**src/general_matrix_multiply_defines.svh**
```systemverilog
// Assertion helpers shared by the RTL.
`ifndef GENERAL_MATRIX_MULTIPLY_DEFINES_SVH
`define GENERAL_MATRIX_MULTIPLY_DEFINES_SVH

// Same-cycle implication, off while reset is asserted.
`define GEMM_ASSERT_IMP(name, clk, rst_n, ante, cons, msg) \
    name: assert property (@(posedge clk) disable iff (!rst_n) (ante) |-> (cons)) \
        else $error(msg);

// Next-cycle implication, off while reset is asserted.
`define GEMM_ASSERT_NXT(name, clk, rst_n, ante, cons, msg) \
    name: assert property (@(posedge clk) disable iff (!rst_n) (ante) |=> (cons)) \
        else $error(msg);

`endif

```
**src/gemm_ram.sv**
```systemverilog
module gemm_ram #(
    parameter int WIDTH = 16,
    parameter int DEPTH = 256
) (
    input  logic                     clk,
    input  logic                     we,
    input  logic [$clog2(DEPTH)-1:0] waddr,
    input  logic [WIDTH-1:0]         wdata,
    input  logic [$clog2(DEPTH)-1:0] raddr,
    output logic [WIDTH-1:0]         rdata
);

    logic [WIDTH-1:0] mem [DEPTH];

    always_ff @(posedge clk)
    begin
        if (we)
        begin
            mem[waddr] <= wdata;
        end
        rdata <= mem[raddr];
    end

endmodule

```
**config.mk**
```make
export PLATFORM = sky130hd
export DESIGN_NAME = gemm_ram
export DESIGN_NICKNAME = d
export VERILOG_FILES = /design/src/general_matrix_multiply_defines.svh /design/src/gemm_ram.sv
export SDC_FILE = /design/constraint.sdc
export NUM_CORES = 2
export LEC_CHECK = 0
export ABC_AREA = 0
export CORE_MARGIN = 4
export CORE_UTILIZATION = 50
export DETAILED_ROUTE_END_ITERATION = 10
export DONT_BUFFER_PORTS = 1
export PLACE_DENSITY_LB_ADDON = 0.15
export SYNTH_ARGS = -nofsm -noshare
export SYNTH_HDL_FRONTEND = slang
export SYNTH_SLANG_ARGS = --single-unit
export TNS_END_PERCENT = 10
```
**constraint.sdc**
```tcl
create_clock -name clk -period 2.55 [get_ports clk]
set_input_delay 0.51 -clock clk [delete_from_list [all_inputs] [get_ports clk]]
set_output_delay 0.51 -clock clk [all_outputs]
set_load 0.02 [all_outputs]
```
; Yosys cells after proc, flatten, opt, wreduce, memory -nomap -nowiden
; Memory sizes are Yosys's and may differ from the RTL's. A register that Yosys moved wholly into a read port is not among the register bits.
; Index checks and enable logic that the tools add are counted.
[op_classes]
mux = 2
[ops]
columns = cell, n
row1 = 2-to-1 mux 1 bit, 2
[word_totals]
ram_bits = 4096
memories = 1
register_bits = 0
elab_cells = 3
output_inout_bits = 16
inputBits = 34
[mem_list]
columns = name, depth, word_bits, rd, rd_ports_with_merged_regs, wr, line_no
row1 = mem, 256, 16, 1, 1, 1, gemm_ram.sv:13  ; logic [WIDTH-1:0] mem [DEPTH];

; Depth between registers and ports, before layout
[depth]
ltp_word = 2
depth_mapped = 12
mapped_depth_nobuf = 6

; Least setup slack after synthesis
; No wires, ideal clock.
[synth_timing]
path_type = in2reg
startpoint = input waddr[3]
endpoint = memory mem[235][0], enable pin
setup_ns = 0.388
stages = 6
t_required_ns = 2.162
path_buffers = 3
arrival_ns = 2.287
path_slack_ns = -0.125
cell_sequence = clkbuf_1 -> nor2b_1 -> clkbuf_1 -> nand4_1 -> clkbuf_1 -> nor2_1
[synth_rtl]
columns = item, line_no
row1 = start: declaration, gemm_ram.sv:7  ; input logic [$clog2(DEPTH)-1:0] waddr,
row2 = end: declaration, gemm_ram.sv:13
; Straight into the memory's write port.

==> summary.txt <==
Area contributors post-synth: edfxtp_1 77%, mux4_2 11%, mux2i_1 3.6%, o221ai_1 1.4%, nor2_1 0.72%
CP Launch Type: input port
share of layout cells above drive strength 1: 29.4%
Async SR Flop Fraction: 0%
Syn. warnings: 0
CTS Sinks: 4112
placed cell area: 169000 sq um
power density over cell area: 771 nW/um^2
Cells after Synth: 7360
clk_lat worst skew: 960 ps
Tot GR Track Use: 26.5%
final WL: 456 mm
drt pass-1 iters: 6
# IOs: 50
Final Max Slew Viols: 76
Sw Pwr: 30.6 mW
Hold WC Path Type: input port to flip-flop
cell family with most CP delay: simple AND/OR/NAND/NOR gates
Yosys top cell area share: 77.5%
Leak: 59.7 nW
Worst Hold Slack: -321 ps
placer congestion estimate: 0.856
Hold Startpoint: wdata[7]
Sequential Power Share: 52.3%
TritonCTS clock tree: yes
Area Growth Syn to Fin: 16.8%
worst reg-to-reg setup slack: 20 ps
WHS Path Cells: 0
period utilisation layout: 109%
Detailed Place HPWL: 235 mm
worst r2r src: mem[225][8]
CP peak stage delay: 580 ps
dpl ws: -3600 ps
Clk network pwr share: 42.3%
Post-synth top flop: edfxtp_1
Hold Fails Final Rpt: 123
final core occ: 58.8%
Max Cap Violations: 0
core region area: 315000 sq um
clock slew at reported path FFs: 60 ps
Slew HR: -16.2%
Die Area: 327000 sq um
WP buf/inv: 3
cell taking the most area after synthesis: edfxtp_1
Setup CP Type: input port to flip-flop
fill count: 22607
Worst EP required: 3410 ps
vias in the first global route: 78486
DR DRC count: 0
Synth cell types: 52
Initial DRC Count: 12096
sequential share of the synthesized area: 77.7%
DIE WIDTH: 571 microns
Arrival @ worst endpoint: 3650 ps
port bufs: 0
clk root buf: clkbuf_16
WHS Endpoint: mem[98][7]
Starting Density: 50.3%
Tightest Pin Transition: 1740 ps
FP Rows: 206
clock skew: 52.2 ps
CTS buffer count: 415
min cycle time layout: 2790 ps
Vias per Instance: 6.41
fmax: 358 MHz
Power Total: 143 mW
cell internal pwr: 112 mW
Syn Std Cell Area: 159000 sq um
R2R Path End: rdata[8]
failing checks: hold timing, slew limit, setup timing
initial antenna violation count: 31
Critical Path, Cell by Cell: or2_4, buf_12, buf_12, o22ai_1, buf_4, mux2i_1, a22oi_2, nand4_1, nor4_1
Max VDD drop: 0.000739 V
syn nets: 7394
sw frac: 21.4%
Combinational Power Share: 5.3%
Nets: 8233
H-Tree Level Count: 5
routed via count: 81448
DR WL/cell: 35.8 microns
Max Root-Sink Buffers: 4
largest net degree at the start of global routing: 738
Worst R2R Path Depth: 7
CP max stage cell: nand4_1
grt total ovfl: 0
RSZ-0062 raised after global routing: yes
final setup TNS: -1800 ps
global-route wire length before repair: 610 mm
Die Ht: 571 microns
Critical Path End Type: flip-flop
number of synthesized flops with an enable pin: 4096
fin area: 185000 sq um
Yosys reg bits: 4112
post-route ant nets: 0
setup violators final: 15
status: finished, violations left
crit-path most repeated cell: buf_12
final setup margin: -240 ps
crit path max fanout: 161
Avg Inst Size Synth: 21.6 sq um
metal layers:
layer | GRT usage (%) | wire length [microns]
met5 | 0 | 92
met1 | 38.1 | 177000
met2 | 41.4 | 217000
met4 | 7.03 | 13900
met3 | 6.01 | 47600
power by group through the flow:
stage	Sequential (mW)	Clock, mW	Combinational, mW
floorplan	76.1	0	3.68
global placement	76.2	0	5.60
detailed placement	76.2	0	5.60
CTS	74.8	61.3	5.95
global route	74.7	64.3	7.91
finish	74.8	60.5	7.60
repair_timing:
action	CTS	global route
pin swaps	6	16
gates cloned	23	14
hold buffers	4	55
buffers inserted	1	0
gates resized for setup	41	48
hold endpoints to repair	3960	1286
setup endpoints to repair	16	16
synth_stat cells, drive strengths merged (35+ instances only):
cell / instances
mux2: 88
edfxtp: 4096
mux4: 797
nand2: 38
o21ai: 38
clkbuf: 230
o22ai: 148
o221ai: 253
a21oi: 175
a22oi: 43
buf: 222
mux2i: 565
nor3: 92
nand3: 35
nor2: 304
logic make-up (layout without fill, tap and decap cells):
group,count (synthesis),count (layout),synth area share [%]
buf+inv,456,1640,1.69
mux,1450,1450,15.5
other cells,0,9,0
compound gates,786,786,3.54
flops,4112,4112,77.7
simple gates,556,556,1.57
layout make-up:
class / count / area (sq um) / area share (%)
Sequential cell: 4112 / 123000 / 66.5
Multi-Input combinational cell: 2792 / 33400 / 18.0
Clock buffer: 524 / 11000 / 5.91
Timing Repair Buffer: 874 / 9870 / 5.32
Tap cell: 4160 / 5200 / 2.81
Clock inverter: 238 / 2530 / 1.36
Inverter: 4 / 27.5 / 0.0148
Antenna cell: 9 / 22.5 / 0.0121
flip-flops by register name, indices dropped and copies added, names as in the netlist:
signal,cells
mem,4096
rdata,16
cells in the final DEF (no fill, tap or decap), drive strengths merged, types with 88 or more instances in the layout:
cell type	synthesis	final
edfxtp	4096	4096
buf	222	836
mux4	797	797
mux2i	565	565
clkbuf	230	538
nor2	304	304
o221ai	253	253
a21oi	175	175
clkinv	0	167
o22ai	148	148
nor3	92	92
mux2	88	88
how the worst max path moves through the flow:
stage	from	endpoint	slack [ps]	cells past startpoint
floorplan	waddr[3]	mem[235][0]	-130	6
global placement	raddr[0]	rdata[10]	-3520	9
detailed placement	raddr[0]	rdata[10]	-3600	9
CTS	raddr[0]	rdata[0]	-90	10
global route	raddr[0]	rdata[8]	-40	11
finish	raddr[2]	rdata[8]	-240	9
through the flow:
| stage | std cells | hold WS (ps) |
|---|---|---|
| after CTS | 12631 | -404 |
| after global routing | 12706 | -361 |
| after floorplan | 7360 | 609 |
| after detailed placement | 11841 | 629 |
| final | 12713 | -321 |
| after global placement | 11841 | 630 |
worst register-to-register path, stage by stage (launching register included):
cell and delay (ps):
edfxtp_1 320, mux4_2 260, and3_1 170, a31oi_1 40
buf_4 200, a22oi_2 490, nand4_1 590, nor4_1 360
(Power assumes the default switching activity.)
