==> src/general_matrix_multiply_defines.svh <==
// Assertion helpers shared by the RTL.
`ifndef GENERAL_MATRIX_MULTIPLY_DEFINES_SVH
`define GENERAL_MATRIX_MULTIPLY_DEFINES_SVH

// Same-cycle implication, off while reset is asserted.
`define GEMM_ASSERT_IMP(name, clk, rst_n, ante, cons, msg) \
    name: assert property (@(posedge clk) disable iff (!rst_n) (ante) |-> (cons)) \
        else $error(msg);

// Next-cycle implication, off while reset is asserted.
`define GEMM_ASSERT_NXT(name, clk, rst_n, ante, cons, msg) \
    name: assert property (@(posedge clk) disable iff (!rst_n) (ante) |=> (cons)) \
        else $error(msg);

`endif

==> src/gemm_pkg.sv <==
package gemm_pkg;

    localparam int MAX_DIM     = 16;
    localparam int DIM_CAP     = (MAX_DIM < 16) ? MAX_DIM : 16;
    localparam int STORE_DEPTH = MAX_DIM * MAX_DIM;
    localparam int ADDR_W      = $clog2(STORE_DEPTH);
    localparam int IDX_W       = $clog2(DIM_CAP);
    localparam int DIM_W       = 5;
    localparam int ELEM_W      = 16;
    localparam int GAIN_W      = 16;
    // exact sum of DIM_CAP products of two Q8.8 values
    localparam int SUM_W       = 2 * ELEM_W + IDX_W;
    localparam int PROD_W      = SUM_W + GAIN_W;
    localparam int ACC_W       = PROD_W + 1;
    localparam int RES_W       = 32;
    localparam int FRAC_SHIFT  = 8;
    localparam int CFG_IDX_W   = 3;
    localparam int CFG_DATA_W  = 16;

    typedef logic [ADDR_W-1:0] addr_t;
    typedef logic [IDX_W-1:0]  idx_t;
    typedef logic [DIM_W-1:0]  dim_t;

    typedef enum logic [1:0] {
        OP_LOAD_A = 2'd0,
        OP_LOAD_B = 2'd1,
        OP_LOAD_C = 2'd2,
        OP_ROW    = 2'd3
    } op_t;

    typedef enum logic [CFG_IDX_W-1:0] {
        CFG_ROWS  = 3'd0,
        CFG_COLS  = 3'd1,
        CFG_INNER = 3'd2,
        CFG_ALPHA = 3'd3,
        CFG_BETA  = 3'd4
    } cfg_idx_t;

    typedef enum logic [1:0] {
        MUL_AB    = 2'd0,
        MUL_ALPHA = 2'd1,
        MUL_BETA  = 2'd2
    } mul_sel_t;

    typedef enum logic [1:0] {
        ACC_ADD     = 2'd0,
        ACC_LOAD    = 2'd1,
        ACC_ADD_SH8 = 2'd2
    } acc_mode_t;

    typedef struct packed {
        op_t                      op;
        logic [3:0]               row;
        logic [3:0]               col;
        logic signed [ELEM_W-1:0] value;
    } item_t;

    typedef struct packed {
        logic [3:0]              out_col;
        logic signed [RES_W-1:0] product_value;
        logic                    last_in_row;
    } result_t;

    // effective sizes and gains
    typedef struct packed {
        dim_t                     m;
        dim_t                     n;
        dim_t                     k;
        logic signed [GAIN_W-1:0] alpha;
        logic signed [GAIN_W-1:0] beta;
    } cfg_t;

    typedef struct packed {
        logic      clr;
        logic      mul_en;
        mul_sel_t  sel;
        acc_mode_t mode;
    } mac_ctrl_t;

    typedef struct packed {
        logic busy;
    } mac_stat_t;

    function automatic addr_t cell_addr(int unsigned r, int unsigned c);
        return addr_t'(r * MAX_DIM + c);
    endfunction

endpackage

==> src/gemm_cfg.sv <==
module gemm_cfg (
    input  logic                                clk,
    input  logic                                rst_n,
    input  logic                                we,
    input  logic [gemm_pkg::CFG_IDX_W-1:0]      index,
    input  logic [gemm_pkg::CFG_DATA_W-1:0]     data,
    output gemm_pkg::cfg_t                      cfg
);

    gemm_pkg::dim_t                     rows_reg, cols_reg, inner_reg;
    logic signed [gemm_pkg::GAIN_W-1:0] alpha_reg, beta_reg;

    // zero acts as one, oversize clamps to the usable size
    function automatic gemm_pkg::dim_t eff_dim(gemm_pkg::dim_t v);
        if (v == '0)
            return gemm_pkg::dim_t'(1);
        if (v > gemm_pkg::dim_t'(gemm_pkg::DIM_CAP))
            return gemm_pkg::dim_t'(gemm_pkg::DIM_CAP);
        return v;
    endfunction

    always_ff @(posedge clk or negedge rst_n)
    begin
        if (!rst_n)
        begin
            rows_reg  <= gemm_pkg::dim_t'(16);
            cols_reg  <= gemm_pkg::dim_t'(16);
            inner_reg <= gemm_pkg::dim_t'(16);
            alpha_reg <= 16'sd256;
            beta_reg  <= 16'sd0;
        end
        else if (we)
        begin
            unique case (index)
                gemm_pkg::CFG_ROWS:  rows_reg  <= data[gemm_pkg::DIM_W-1:0];
                gemm_pkg::CFG_COLS:  cols_reg  <= data[gemm_pkg::DIM_W-1:0];
                gemm_pkg::CFG_INNER: inner_reg <= data[gemm_pkg::DIM_W-1:0];
                gemm_pkg::CFG_ALPHA: alpha_reg <= data;
                gemm_pkg::CFG_BETA:  beta_reg  <= data;
                default: ;
            endcase
        end
    end

    always_comb
    begin
        cfg.m     = eff_dim(rows_reg);
        cfg.n     = eff_dim(cols_reg);
        cfg.k     = eff_dim(inner_reg);
        cfg.alpha = alpha_reg;
        cfg.beta  = beta_reg;
    end

endmodule

==> config.mk <==
export PLATFORM = sky130hd
export DESIGN_NAME = gemm_cfg
export DESIGN_NICKNAME = d
export VERILOG_FILES = /design/src/general_matrix_multiply_defines.svh /design/src/gemm_pkg.sv /design/src/gemm_cfg.sv
export SDC_FILE = /design/constraint.sdc
export NUM_CORES = 1
export LEC_CHECK = 0
export BUFFER_PORTS_ARGS = -buffer_cell sky130_fd_sc_hd__buf_4
export CAP_MARGIN = 25
export CELL_PAD_IN_SITES_DETAIL_PLACEMENT = 1
export CELL_PAD_IN_SITES_GLOBAL_PLACEMENT = 2
export CORE_MARGIN = 1.5
export CORE_UTILIZATION = 30
export CTS_CLUSTER_SIZE = 12
export DETAILED_ROUTE_END_ITERATION = 8
export PLACE_DENSITY = 0.86
export SLEW_MARGIN = 25
export SYNTH_ARGS = -nofsm -noshare
export SYNTH_HDL_FRONTEND = slang
export SYNTH_SLANG_ARGS = --single-unit
export TNS_END_PERCENT = 10
==> constraint.sdc <==
create_clock -name clk -period 0.8 [get_ports clk]
set_input_delay 0 -clock clk [delete_from_list [all_inputs] [get_ports clk]]
set_output_delay 0 -clock clk [all_outputs]
set_load 0.03 [all_outputs]
-- Word level (Yosys, flattened, before mapping)
Index checks and enable logic that the tools add are counted.
Widths: inputs -> output; s select.
- input port bits: 22
- output and inout bits: 47
- logic and storage cells: 42
- flip-flop bits (word level): 47
- eq/ne operators: 4
- mux-type cells: 21
- reductions and logical operators: 9
- magnitude comparators: 3
- operator list (cell ; count):
    $mux 5 ; 12
    $gt 5x5->1 const B ; 3
    $logic_not 5->1 ; 3
    $reduce_and 2->1 ; 5
    $mux 1 ; 9
    $eq 3x2->1 const B ; 2
    $eq 3x1->1 const B ; 1
    $eq 3x3->1 const B ; 1
    $logic_not 3->1 ; 1

-- Logic depth before layout (Yosys ltp)
- depth after elaboration: 5
- depth in mapped cells: 4
- mapped depth without buffers: 2

-- Least setup slack after synthesis
No wires, ideal clock.
- path kind: reg2out
- start point: reg inner_reg[1]
- end point: out cfg[32] (netlist bit)
- cell stages (with the launch flop): 3
- data required time: 0.800 ns
- arrival time: 1.230 ns
- path buffers: 0
- slack: -0.430 ns
- cell sequence: dfrtp_1 or3_1 a21oi_1
- RTL lines (what ; line ; source):
    start: declaration ; gemm_cfg.sv:10 ; gemm_pkg::dim_t rows_reg, cols_reg, inner_reg;
    start signal: assignment ; gemm_cfg.sv:28 ; inner_reg <= gemm_pkg::dim_t'(16);
    start signal: assignment ; gemm_cfg.sv:37 ; gemm_pkg::CFG_INNER: inner_reg <= data[gemm_pkg::DIM_W-1:0];
    end: declaration ; gemm_cfg.sv:7 ; output gemm_pkg::cfg_t cfg

==> results_dict.tcl <==
set metrics [dict create \
    outcome "finished with violations" \
    violations "negative setup slack" \
    rows 29 \
    globalRouteOverflowTotal 0 \
    first_pass_iters 4 \
    crit_path_start "inner_reg[1]$_DFFE_PN0P_" \
    finalNonFillerCells 307 \
    setup_violations 65 \
    ff_latch_area_um2 1181 \
    synth_most_common_cell "dfrtp_1" \
    hold_ws_ns 0.1272 \
    rsz0062_at_grt "yes" \
    drv_cap 0 \
    grt_max_degree 26 \
    synth.top_cell.area_share 0.5467 \
    tightest_slew_ns 0.4261 \
    die-width_um 84.00 \
    cp_data_required_time_ns 0.80 \
    diodes 0 \
    cts_tree "yes" \
    numClockSinks 47 \
    min_path_type "primary input to flop" \
    clock_latency_ns 0.29 \
    cts_root_buf "clkbuf_8" \
    path_clk_slew_ns 0.08 \
    first_iter_violations 35 \
    area_delta_synth_final_pct 63.70 \
    grt_use_total 0.1678 \
    crit_buf_inv 1 \
    finalCritPeriodShare 1.713 \
    ios 69 \
    worst_slack_ns -0.5700 \
    crit_path_max_incr_delay_ns 0.40 \
    synth_edf_count 0 \
    fin_nets 251 \
    multi_input_comb_area_um2 814.5 \
    viasPerCell 4.625 \
    mappedNetlistNets 145 \
    async_flop_share 1.000 \
    synthTopCellsByArea "dfrtp_1 (55%), mux2_2 (21%), mux2_4 (7.6%)" \
    cp.depth 3 \
    power_density_nw_per_um2 2675 \
    r2r_slack_ns -0.18 \
    grt_pass1_wl_mm 8.949 \
    start_util 0.3100 \
    ant_nets 0 \
    reg2regPathDepth 3 \
    place_inst 280 \
    drc 0 \
    place.port_buffers 68 \
    reg2reg_from "inner_reg[2]$_DFFE_PN0P_" \
    finalCriticalPeriod_ns 1.370 \
    cts_buffer_depth 2 \
    htreeDepth 2 \
    drt-total-wl_mm 5.620 \
    arrival_ns 1.37 \
    grt_pass1_vias 1646 \
    postSynthCellCount 123 \
    endpoint "cfg[32]" \
    vdd_ir_drop_max_mv 1.665 \
    ys_ff_latch 47 \
    routedWlPerCell_um 18.31 \
    startpoint_type "flop" \
    synthTopCellsByCount "dfrtp_1 (43), mux2_2 (37), mux2_4 (10), nor2b_1 (9), dfstp_2 (4)" \
    cts_inserted_buffers 5 \
    cp_max_fo 2 \
    synth_top_area_cell "dfrtp_1" \
    reg2reg_to "inner_reg[2]$_DFFE_PN0P_" \
    ys_seq_area_frac 0.6001 \
    drive_gt1_frac 0.6913 \
    synth_area_um2 1968 \
    core_um2 6350 \
    yosys_warnings 0 \
    postSynthAreaPerCell_um2 16.00 \
    gp_congestion 0.6780 \
    fmax_ghz 0.7299 \
    dieArea_um2 7055 \
    slew_headroom 0.7147 \
    dpl.hpwl_mm 3.778 \
    fin_tns_setup_ns -8.263 \
    utilization 0.5074 \
    finalClockSkew_ns 0 \
    synth-main-ff-cell "dfrtp_1" \
    path_cells "or3_4 > a21oi_4 > buf_6" \
    fillers 615 \
    leakage_nw 1.503 \
    slew_viol_final 0 \
    cp_top_family "flip-flops" \
    vias 1420 \
    crit_path_top_delay_cell "dfrtp_1" \
    synth_cell_types 16 \
    dp_slack_ns -0.3199 \
    antenna_found_initial 0 \
    die_h_um 84.00 \
    hold_viol 0 \
    critPathKind "flop to primary output" \
    cp-end-kind "primary output" \
]
-- placed cells by master, fill, tap and decap left out --
master,netlist,routed
buf_6,1,49
dfrtp_1,43,43
buf_4,0,38
mux2_2,37,31
dlygate4sd3_1,0,17
mux2_4,10,16
nor2b_1,9,7
clkbuf_8,0,6
dfstp_2,4,4
inv_1,3,3
or3_4,0,3
a21oi_4,0,3
and4bb_2,2,3
nor2b_4,0,1
nor2b_2,0,1
nor4b_4,1,1
nand4b_2,1,1
clkbuf_1,3,1
clkinv_2,0,1
buf_12,0,1
-- final cells by class --
| class | instances | area share |
|---|---|---|
| clock inverters | 1 | 0.001553 |
| multi-input cells | 67 | 0.2528 |
| clock buffers | 7 | 0.02680 |
| well taps | 77 | 0.02990 |
| inverters | 3 | 0.003495 |
| flip-flops and latches | 47 | 0.3666 |
| repair buffers | 105 | 0.3188 |
-- timing repair --
item,in CTS,in global routing
cloned,0,0
hold endpoints to repair,83,0
resized for setup,42,18
setup endpoints to repair,61,81
hold buffers,17,0
buffers inserted,1,2
-- per-layer routing --
metal  track usage  share of wire  up-vias
li1              -              -      642
met1        0.1908           0.40      723
met2        0.3050           0.53       49
met3       0.04847          0.059        6
met4       0.04769          0.015        0
met5             0              0        -
-- metrics by stage --
stage | area [um^2] | power, mW
floorplan | 2017 | 5.185
global placement | 2729 | 6.512
detailed placement | 2729 | 6.598
CTS | 3156 | 8.501
global route | 3222 | 9.011
finish | 3222 | 8.619
-- worst min path at each step --
stage / startpoint / end / slack, ns / cells past startpoint
after CTS: index[0] / rows_reg[0]$_DFFE_PN0P_ / 0.12 / 3
after global routing: index[0] / rows_reg[1]$_DFFE_PN0P_ / 0.13 / 3
after floorplan: rst_n / alpha_reg[0]$_DFFE_PN0P_ / -0.30 / 0
after global placement: rst_n / alpha_reg[6]$_DFFE_PN0P_ / -0.08 / 1
after detailed placement: rst_n / alpha_reg[6]$_DFFE_PN0P_ / -0.08 / 1
final: index[0] / rows_reg[0]$_DFFE_PN0P_ / 0.13 / 3
-- power by group --
part           leakage (nW)  internal, mW  switching, mW
clock network        0.0482         0.698          0.757
logic                 0.897          1.93           1.82
registers             0.558          2.94          0.476
total                  1.50          5.57           3.05
-- worst min-delay path: cells and delay by family --
kind	cells	cell delay, ns
simple gates	1	0.06
buf+inv	1	0.11
mux	1	0.21
-- cell families after synthesis --
family,count (synthesis),share of synthesized area
multiplexers,47,0.2880
buffers and inverters,9,0.02733
AND/OR/NAND/NOR,17,0.07692
AO/OA/AOI/OAI,3,0.007626
flip-flops,47,0.6001
No activity file was read; power rests on OpenSTA's default activity.
