File: src/general_matrix_multiply_defines.svh
// Assertion helpers shared by the RTL.
`ifndef GENERAL_MATRIX_MULTIPLY_DEFINES_SVH
`define GENERAL_MATRIX_MULTIPLY_DEFINES_SVH

// Same-cycle implication, off while reset is asserted.
`define GEMM_ASSERT_IMP(name, clk, rst_n, ante, cons, msg) \
    name: assert property (@(posedge clk) disable iff (!rst_n) (ante) |-> (cons)) \
        else $error(msg);

// Next-cycle implication, off while reset is asserted.
`define GEMM_ASSERT_NXT(name, clk, rst_n, ante, cons, msg) \
    name: assert property (@(posedge clk) disable iff (!rst_n) (ante) |=> (cons)) \
        else $error(msg);

`endif

File: src/gemm_pkg.sv
package gemm_pkg;

    localparam int MAX_DIM     = 16;
    localparam int DIM_CAP     = (MAX_DIM < 16) ? MAX_DIM : 16;
    localparam int STORE_DEPTH = MAX_DIM * MAX_DIM;
    localparam int ADDR_W      = $clog2(STORE_DEPTH);
    localparam int IDX_W       = $clog2(DIM_CAP);
    localparam int DIM_W       = 5;
    localparam int ELEM_W      = 16;
    localparam int GAIN_W      = 16;
    // exact sum of DIM_CAP products of two Q8.8 values
    localparam int SUM_W       = 2 * ELEM_W + IDX_W;
    localparam int PROD_W      = SUM_W + GAIN_W;
    localparam int ACC_W       = PROD_W + 1;
    localparam int RES_W       = 32;
    localparam int FRAC_SHIFT  = 8;
    localparam int CFG_IDX_W   = 3;
    localparam int CFG_DATA_W  = 16;

    typedef logic [ADDR_W-1:0] addr_t;
    typedef logic [IDX_W-1:0]  idx_t;
    typedef logic [DIM_W-1:0]  dim_t;

    typedef enum logic [1:0] {
        OP_LOAD_A = 2'd0,
        OP_LOAD_B = 2'd1,
        OP_LOAD_C = 2'd2,
        OP_ROW    = 2'd3
    } op_t;

    typedef enum logic [CFG_IDX_W-1:0] {
        CFG_ROWS  = 3'd0,
        CFG_COLS  = 3'd1,
        CFG_INNER = 3'd2,
        CFG_ALPHA = 3'd3,
        CFG_BETA  = 3'd4
    } cfg_idx_t;

    typedef enum logic [1:0] {
        MUL_AB    = 2'd0,
        MUL_ALPHA = 2'd1,
        MUL_BETA  = 2'd2
    } mul_sel_t;

    typedef enum logic [1:0] {
        ACC_ADD     = 2'd0,
        ACC_LOAD    = 2'd1,
        ACC_ADD_SH8 = 2'd2
    } acc_mode_t;

    typedef struct packed {
        op_t                      op;
        logic [3:0]               row;
        logic [3:0]               col;
        logic signed [ELEM_W-1:0] value;
    } item_t;

    typedef struct packed {
        logic [3:0]              out_col;
        logic signed [RES_W-1:0] product_value;
        logic                    last_in_row;
    } result_t;

    // effective sizes and gains
    typedef struct packed {
        dim_t                     m;
        dim_t                     n;
        dim_t                     k;
        logic signed [GAIN_W-1:0] alpha;
        logic signed [GAIN_W-1:0] beta;
    } cfg_t;

    typedef struct packed {
        logic      clr;
        logic      mul_en;
        mul_sel_t  sel;
        acc_mode_t mode;
    } mac_ctrl_t;

    typedef struct packed {
        logic busy;
    } mac_stat_t;

    function automatic addr_t cell_addr(int unsigned r, int unsigned c);
        return addr_t'(r * MAX_DIM + c);
    endfunction

endpackage

File: src/gemm_mac.sv
module gemm_mac (
    input  logic                                clk,
    input  logic                                rst_n,
    input  gemm_pkg::mac_ctrl_t                 ctrl,
    input  logic [gemm_pkg::ELEM_W-1:0]         a_elem,
    input  logic [gemm_pkg::ELEM_W-1:0]         b_elem,
    input  logic [gemm_pkg::ELEM_W-1:0]         c_elem,
    input  logic signed [gemm_pkg::GAIN_W-1:0]  alpha,
    input  logic signed [gemm_pkg::GAIN_W-1:0]  beta,
    output gemm_pkg::mac_stat_t                 stat,
    output logic signed [gemm_pkg::RES_W-1:0]   rounded
);

    localparam int ACC_W = gemm_pkg::ACC_W;
    localparam int HI_LO = gemm_pkg::FRAC_SHIFT + gemm_pkg::RES_W - 1;

    logic signed [gemm_pkg::SUM_W-1:0]  a_op;
    logic signed [gemm_pkg::GAIN_W-1:0] b_op;
    logic signed [gemm_pkg::PROD_W-1:0] prod;

    logic signed [gemm_pkg::PROD_W-1:0] p_reg, p_next;
    gemm_pkg::acc_mode_t                mode_reg, mode_next;
    logic                               pend_reg, pend_next;
    logic signed [ACC_W-1:0]            acc_reg, acc_next;

    logic signed [ACC_W-1:0]            biased;
    logic [ACC_W-1:HI_LO]               hi;

    // operand select for the one multiplier
    always_comb
    begin
        case (ctrl.sel)
            gemm_pkg::MUL_AB:
            begin
                a_op = gemm_pkg::SUM_W'(signed'(a_elem));
                b_op = signed'(b_elem);
            end
            gemm_pkg::MUL_ALPHA:
            begin
                a_op = acc_reg[gemm_pkg::SUM_W-1:0];
                b_op = alpha;
            end
            default:
            begin
                a_op = gemm_pkg::SUM_W'(signed'(c_elem));
                b_op = beta;
            end
        endcase
        prod = a_op * b_op;
    end

    always_comb
    begin
        p_next    = ctrl.mul_en ? prod : p_reg;
        mode_next = ctrl.mul_en ? ctrl.mode : mode_reg;
        pend_next = ctrl.mul_en;
        acc_next  = acc_reg;
        if (ctrl.clr)
        begin
            acc_next = '0;
        end
        else if (pend_reg)
        begin
            case (mode_reg)
                gemm_pkg::ACC_ADD:  acc_next = acc_reg + ACC_W'(p_reg);
                gemm_pkg::ACC_LOAD: acc_next = ACC_W'(p_reg);
                default:
                    acc_next = acc_reg + signed'({p_reg[ACC_W-9:0], 8'd0});
            endcase
        end
    end

    always_ff @(posedge clk or negedge rst_n)
    begin
        if (!rst_n)
        begin
            pend_reg <= 1'b0;
            acc_reg  <= '0;
            mode_reg <= gemm_pkg::ACC_ADD;
        end
        else
        begin
            pend_reg <= pend_next;
            acc_reg  <= acc_next;
            mode_reg <= mode_next;
        end
    end

    always_ff @(posedge clk)
    begin
        p_reg <= p_next;
    end

    // Q29.24 -> Q16.16, half up, clamp
    always_comb
    begin
        biased = acc_reg + ACC_W'(128);
        hi     = biased[ACC_W-1:HI_LO];
        if ((&hi) || !(|hi))
            rounded = biased[HI_LO:gemm_pkg::FRAC_SHIFT];
        else if (biased[ACC_W-1])
            rounded = {1'b1, {(gemm_pkg::RES_W-1){1'b0}}};
        else
            rounded = {1'b0, {(gemm_pkg::RES_W-1){1'b1}}};
    end

    assign stat.busy = pend_reg;

endmodule

File: config.mk
export PLATFORM = sky130hd
export DESIGN_NAME = gemm_mac
export DESIGN_NICKNAME = d
export VERILOG_FILES = /design/src/general_matrix_multiply_defines.svh /design/src/gemm_pkg.sv /design/src/gemm_mac.sv
export SDC_FILE = /design/constraint.sdc
export NUM_CORES = 2
export LEC_CHECK = 0
export BUFFER_PORTS_ARGS = -buffer_cell sky130_fd_sc_hd__buf_2
export CELL_PAD_IN_SITES_DETAIL_PLACEMENT = 1
export CELL_PAD_IN_SITES_GLOBAL_PLACEMENT = 1
export CORE_UTILIZATION = 45
export CTS_BUF_LIST = sky130_fd_sc_hd__clkbuf_16
export CTS_CLUSTER_DIAMETER = 150
export DETAILED_ROUTE_END_ITERATION = 12
export PLACE_DENSITY_LB_ADDON = 0.1
export SLEW_MARGIN = 25
export SYNTH_ARGS = -nofsm -noshare
export SYNTH_HDL_FRONTEND = slang
export SYNTH_SLANG_ARGS = --single-unit
File: constraint.sdc
create_clock -name clk -period 6.5 [get_ports clk]
set_clock_uncertainty 0.15 [all_clocks]
set_input_delay 1.95 -clock clk [delete_from_list [all_inputs] [get_ports clk]]
set_output_delay 1.95 -clock clk [all_outputs]
set_load 0.005 [all_outputs]
# Word-level counts from Yosys, hierarchy flattened
# Cells that the tools add are included.
# word_totals
ff_bits	108
latchBits	0
ram_bits	0
rom_bits	0
in_bits	88
out_inout_bits	33
word_cells	24
memories	0
# op_classes
add_sub_neg	3
multipliers	1
div_mod_pow	0
magnitude_cmp	0
n_eq_ne	2
shifts	0
muxes	7
n_bitwise	0
reduce_logical	7
# op_table
operator	n
53-bit 2-to-1 mux	2
53-bit case mux with 2 select lines	1
36-bit case mux with 2 select lines	1
32-bit 2-to-1 mux	2
53-bit by 52-bit adder with 53-bit output	1
53-bit adder	1
53-bit by 9-bit adder with 53-bit output (second input constant)	1
36-bit by 16-bit multiplier with 52-bit output	1
16-bit case mux with 2 select lines	1
14-bit AND reduction	1
14-bit OR reduction	1
2-bit by 1-bit == test with 1-bit output (second input constant)	2
2-bit logical NOT	2
2-bit nonzero test	1
1-bit logical NOT	1
1-bit logical OR	1

# Longest topological paths before layout
# logic_depth
ltp_word	5
ltp_mapped	30
depth_no_buf	28

# Least setup slack after synthesis
# Ideal clock, no wire load.
# synth_path
path_kind	input port to flip-flop
start	input ctrl[2] (netlist name)
end	register p_reg[45] (netlist name), data pin
setup_ps	273
arrival_time_ps	8971
t_required_ps	6077
setup_slack_ps	-2894
path_stages	26
n_path_buf	4
path_cell_list	clkbuf_1 buf_1 clkbuf_1 nand2_1 a21oi_1 nand2_1 fa_1 fa_1 fa_1 inv_1 fa_1 fa_1 inv_1 fa_1 inv_1 ha_1 clkbuf_1 a21oi_1 o21ai_0 a31o_2 a221oi_1 nand2_1 o21ai_0 o21ai_0 a2111oi_0 a311oi_1
# synth_between
elab_chain_cells	3
elab_cells_between_ends	5
classes_between	1 x mul; 1 x eq/ne; 2 x mux; 1 x reduce/logical
# synth_lines
element	line	source
from (decl)	gemm_mac.sv:4	input gemm_pkg::mac_ctrl_t ctrl,
2-bit by 1-bit == test with 1-bit output or 2-bit logical NOT (tied branches)	gemm_mac.sv:32	case (ctrl.sel)
36-bit case mux with 2 select lines or 16-bit case mux with 2 select lines (tied branches)	gemm_mac.sv:32	
36-bit by 16-bit multiplier with 52-bit output *	gemm_mac.sv:49	prod = a_op * b_op;
named net prod, one bit	gemm_mac.sv:19	logic signed [gemm_pkg::PROD_W-1:0] prod;
to (signal assigned)	gemm_mac.sv:91	p_reg <= p_next;
to (decl)	gemm_mac.sv:21	logic signed [gemm_pkg::PROD_W-1:0] p_reg, p_next;
# Mark *: on every way through the listed nets, which the timed path passes. The rest lies on a longest branch.
# A chain may end at the register's enable or synchronous reset.

# Worst setup path in the final report
# layout_path
start	input ctrl[2] (netlist name)
end	register p_reg[44] (netlist name), data pin
# The elaborated chain is that of the path after synthesis.

==> results.cfg <==
[worst_setup_path]
timing.critical_path.fanout_max = 7
arrival_ns = 8.77
family_with_the_most_delay_on_the_worst_path = adder cells
cp_data_required_time_ns = 6.55
cp_dominant_cell_by_count = sky130_fd_sc_hd__fa_1
worst-path-buf-inv = 8
critical_path.startpoint = ctrl[2]
startpoint_type = input pin
regToRegStartpoint = acc_reg[12]$_DFFE_PN0P_
critPathKind = in -> reg
worstReg2RegEnd = p_reg[44]$_DFFE_PP_
cpMaxStageDelayCell = sky130_fd_sc_hd__fa_2
timing.critical_path.slowest_cell_delay_ns = 0.59
critical_path.endpoint_type = register
reg2reg_depth = 24
reg2reg_setup_slack_ns = -0.71

[clock_network]
cts_num_sinks = 108
max-clock-path-buffers = 2
path_clk_slew_ns = 0.08
tritoncts_buffer_count = 9
tritoncts_clock_tree = yes
cts_root_buffer = sky130_fd_sc_hd__clkbuf_16
clock_latency_ns = 0.38
ctsHtreeMaxLevel = 3

[floorplanning]
floorplan.initialDensity_pct = 45.6
design.portCount = 121
core.rowCount = 97
coreArea_um2 = 70300
design.die.area_um2 = 72300
die_x_um = 269
die_h_um = 269

[flow_run]
drv.max_cap_violation_count = 0

[global_routing]
grt_start_max_net_pins = 58
wire_length_of_the_first_global_routing_pass_mm = 200
grt_total_usage_pct = 36.9
grt-ovfl-total = 0
antenna_violations_before_repair = 1
grt_pass1_vias = 33600

[sta]
final_hold_slack_ns = 0.500
pin_slew_with_the_least_headroom_to_its_limit_ns = 1.00
min_period_ns = 8.72
fmaxAchievable_ghz = 0.115
drv_slew = 0
finalSetupViolCount = 45
final_hold_viol_count = 0
fin_ws_ns = -2.22
grt_setup_unrepaired = yes
timing.slew.headroom_pct = 32.9
layout_worst_path_cycle_share_pct = 134
setup_total_negative_slack_ns = -74.45

[synthesis]
synth_top_area_share_pct = 34.0
yosys_warnings = 0
synth_largest_area_cell = sky130_fd_sc_hd__fa_1
synth.avg_cell_area_um2 = 8.17
ys_ff_latch = 108
synth_enable_flop_cells = 52
synthesis.instances = 3920
asyncSetResetFlopFracSynth_pct = 51.9
synth_area_um2 = 32000
synth.distinct_cells = 78
synthesis.nets = 4771
synth_top_cells_by_area = sky130_fd_sc_hd__fa_1 (34%), sky130_fd_sc_hd__ha_1 (8.6%), sky130_fd_sc_hd__inv_1 (7.9%), sky130_fd_sc_hd__nand2_1 (6.3%), sky130_fd_sc_hd__edfxtp_1 (4.9%)
synth_flop_cell = sky130_fd_sc_hd__dfrtp_1
seq_area_frac_synth_pct = 9.25

[route]
finalWirelength_mm = 139
first_iter_violations = 2554
drcViolationCount = 0
drt-pass1-iter-count = 6
antenna_left = 0
route.detailed.wl_per_inst_um = 25.3
vias_per_cell = 5.82
detailroute.via_count = 31900

[finish]
syn_to_final_growth_pct = 30.8
multi_input_combinational_cell_area_um2 = 28000
largest_register_ff_count = 53
layout.cells.non_filler = 5484
fillers = 8203
nNetsFinal = 5389
post_route_cells_drive_above_1_share_pct = 26.6
seq_area_um2 = 2960

[place]
detailed_place_hpwl_mm = 108
port-buffer-count = 120
gp_congestion = 0.950
placed_cells = 5355

[min_path]
timing.hold.worst_endpoint = acc_reg[46]$_DFFE_PN0P_
holdCritPathClass = reg -> reg
whs_path_depth = 3
worstHoldStart = acc_reg[46]$_DFFE_PN0P_

[outcome]
violations = negative setup slack
status = finished with violations
[cell usage after synthesis, drive strengths merged, types with 40 or more instances]
cell type,count
a21o,108
a21oi,216
clkbuf,163
dfrtp,56
edfxtp,52
fa,544
ha,219
inv,673
mux2i,71
nand2,541
nand3,57
nand4,40
nor2,377
nor3,40
o21a,45
o21ai,167
xnor2,96
xor2,65
[final cells by class]
type	instances	area share (%)
multi-input combinational	2955	66.9
timing repair buffer	790	16.4
sequential	108	7.07
inverter	674	6.06
tap	940	2.81
clock buffer	9	0.538
clock inverter	7	0.206
antenna	1	0.00597
[metrics by stage]
step	setup slack, ns	cell area, um^2	utilization, %
floorplan	-1.78	33200	-
global placement	-2.47	38700	55.0
detailed placement	-2.66	38700	55.0
CTS	-1.96	40600	57.8
global route	-2.31	41900	59.6
finish	-2.22	41900	59.6
[layer usage]
layer  track usage, %  vias to the layer above  share of wire (%)
li1                 -                    13900                  -
met1             50.1                    16300                 42
met2             60.2                     1307                 47
met3             5.18                      335                7.1
met4             12.9                        0                4.4
met5                0                        -                  0
[cell families (layout without fill, tap and decap cells)]
| logic type | count (synthesis) | count (layout) | share of synthesized area, % |
|---|---|---|---|
| other | 0 | 1 | 0 |
| AO/OA/AOI/OAI | 770 | 770 | 15.3 |
| XOR/XNOR | 161 | 161 | 4.40 |
| adder cells (fa/ha/maj) | 763 | 763 | 42.6 |
| flip-flops | 108 | 108 | 9.25 |
| multiplexers | 72 | 72 | 2.25 |
| AND/OR/NAND/NOR | 1189 | 1189 | 16.1 |
| buffers and inverters | 857 | 1480 | 10.1 |
[worst min-delay path: cells and delay by family, from the launching register on]
| family | cells | cell delay (ns) |
|---|---|---|
| AND/OR/NAND/NOR | 1 | 0.06 |
| AO/OA/AOI/OAI | 1 | 0.06 |
| buffers and inverters | 1 | 0.16 |
| flip-flops | 1 | 0.33 |
[placed cells by master (no fill, tap or decap), types with 22 or more instances in the layout]
cell / n
sky130_fd_sc_hd__nand4_1: 38
sky130_fd_sc_hd__o21a_1: 32
sky130_fd_sc_hd__nand3_1: 52
sky130_fd_sc_hd__a21oi_4: 23
sky130_fd_sc_hd__nor2_1: 343
sky130_fd_sc_hd__buf_4: 519
sky130_fd_sc_hd__a21oi_1: 160
sky130_fd_sc_hd__inv_2: 37
sky130_fd_sc_hd__edfxtp_1: 52
sky130_fd_sc_hd__nand2_1: 495
sky130_fd_sc_hd__inv_1: 636
sky130_fd_sc_hd__buf_6: 79
sky130_fd_sc_hd__a211oi_1: 29
sky130_fd_sc_hd__buf_2: 118
sky130_fd_sc_hd__nand2_2: 35
sky130_fd_sc_hd__nor2_2: 24
sky130_fd_sc_hd__a31oi_1: 22
sky130_fd_sc_hd__a21o_1: 93
sky130_fd_sc_hd__mux2i_1: 52
sky130_fd_sc_hd__a21oi_2: 33
sky130_fd_sc_hd__fa_1: 505
sky130_fd_sc_hd__ha_1: 185
sky130_fd_sc_hd__xor2_1: 62
sky130_fd_sc_hd__o21bai_1: 27
sky130_fd_sc_hd__fa_2: 39
sky130_fd_sc_hd__o21ai_0: 117
sky130_fd_sc_hd__nor3_1: 32
sky130_fd_sc_hd__xnor2_1: 86
sky130_fd_sc_hd__ha_4: 29
sky130_fd_sc_hd__o211ai_1: 30
sky130_fd_sc_hd__dfrtp_1: 56
sky130_fd_sc_hd__buf_12: 62
[how the worst max path moves through the flow]
stage,cells after the start,end,slack (ns)
2_1_floorplan,27,p_reg[44]$_DFFE_PP_,-1.78
6_report,28,p_reg[44]$_DFFE_PP_,-2.22
3_5_place_dp,28,p_reg[46]$_DFFE_PP_,-2.66
4_1_cts,31,p_reg[51]$_DFFE_PP_,-1.96
3_3_place_gp,28,p_reg[50]$_DFFE_PP_,-2.47
5_1_grt,28,p_reg[46]$_DFFE_PP_,-2.31
[timing repair]
item,in CTS,in global routing
hold buffers,0,0
gates resized for setup,242,222
endpoints found under the setup margin,44,75
gates cloned,6,3
pin swaps,80,153
buffers inserted,59,59
Power is left out: the tool's default activity adds up to more than one toggle a clock period on the data nets, which glitch-free logic cannot reach.
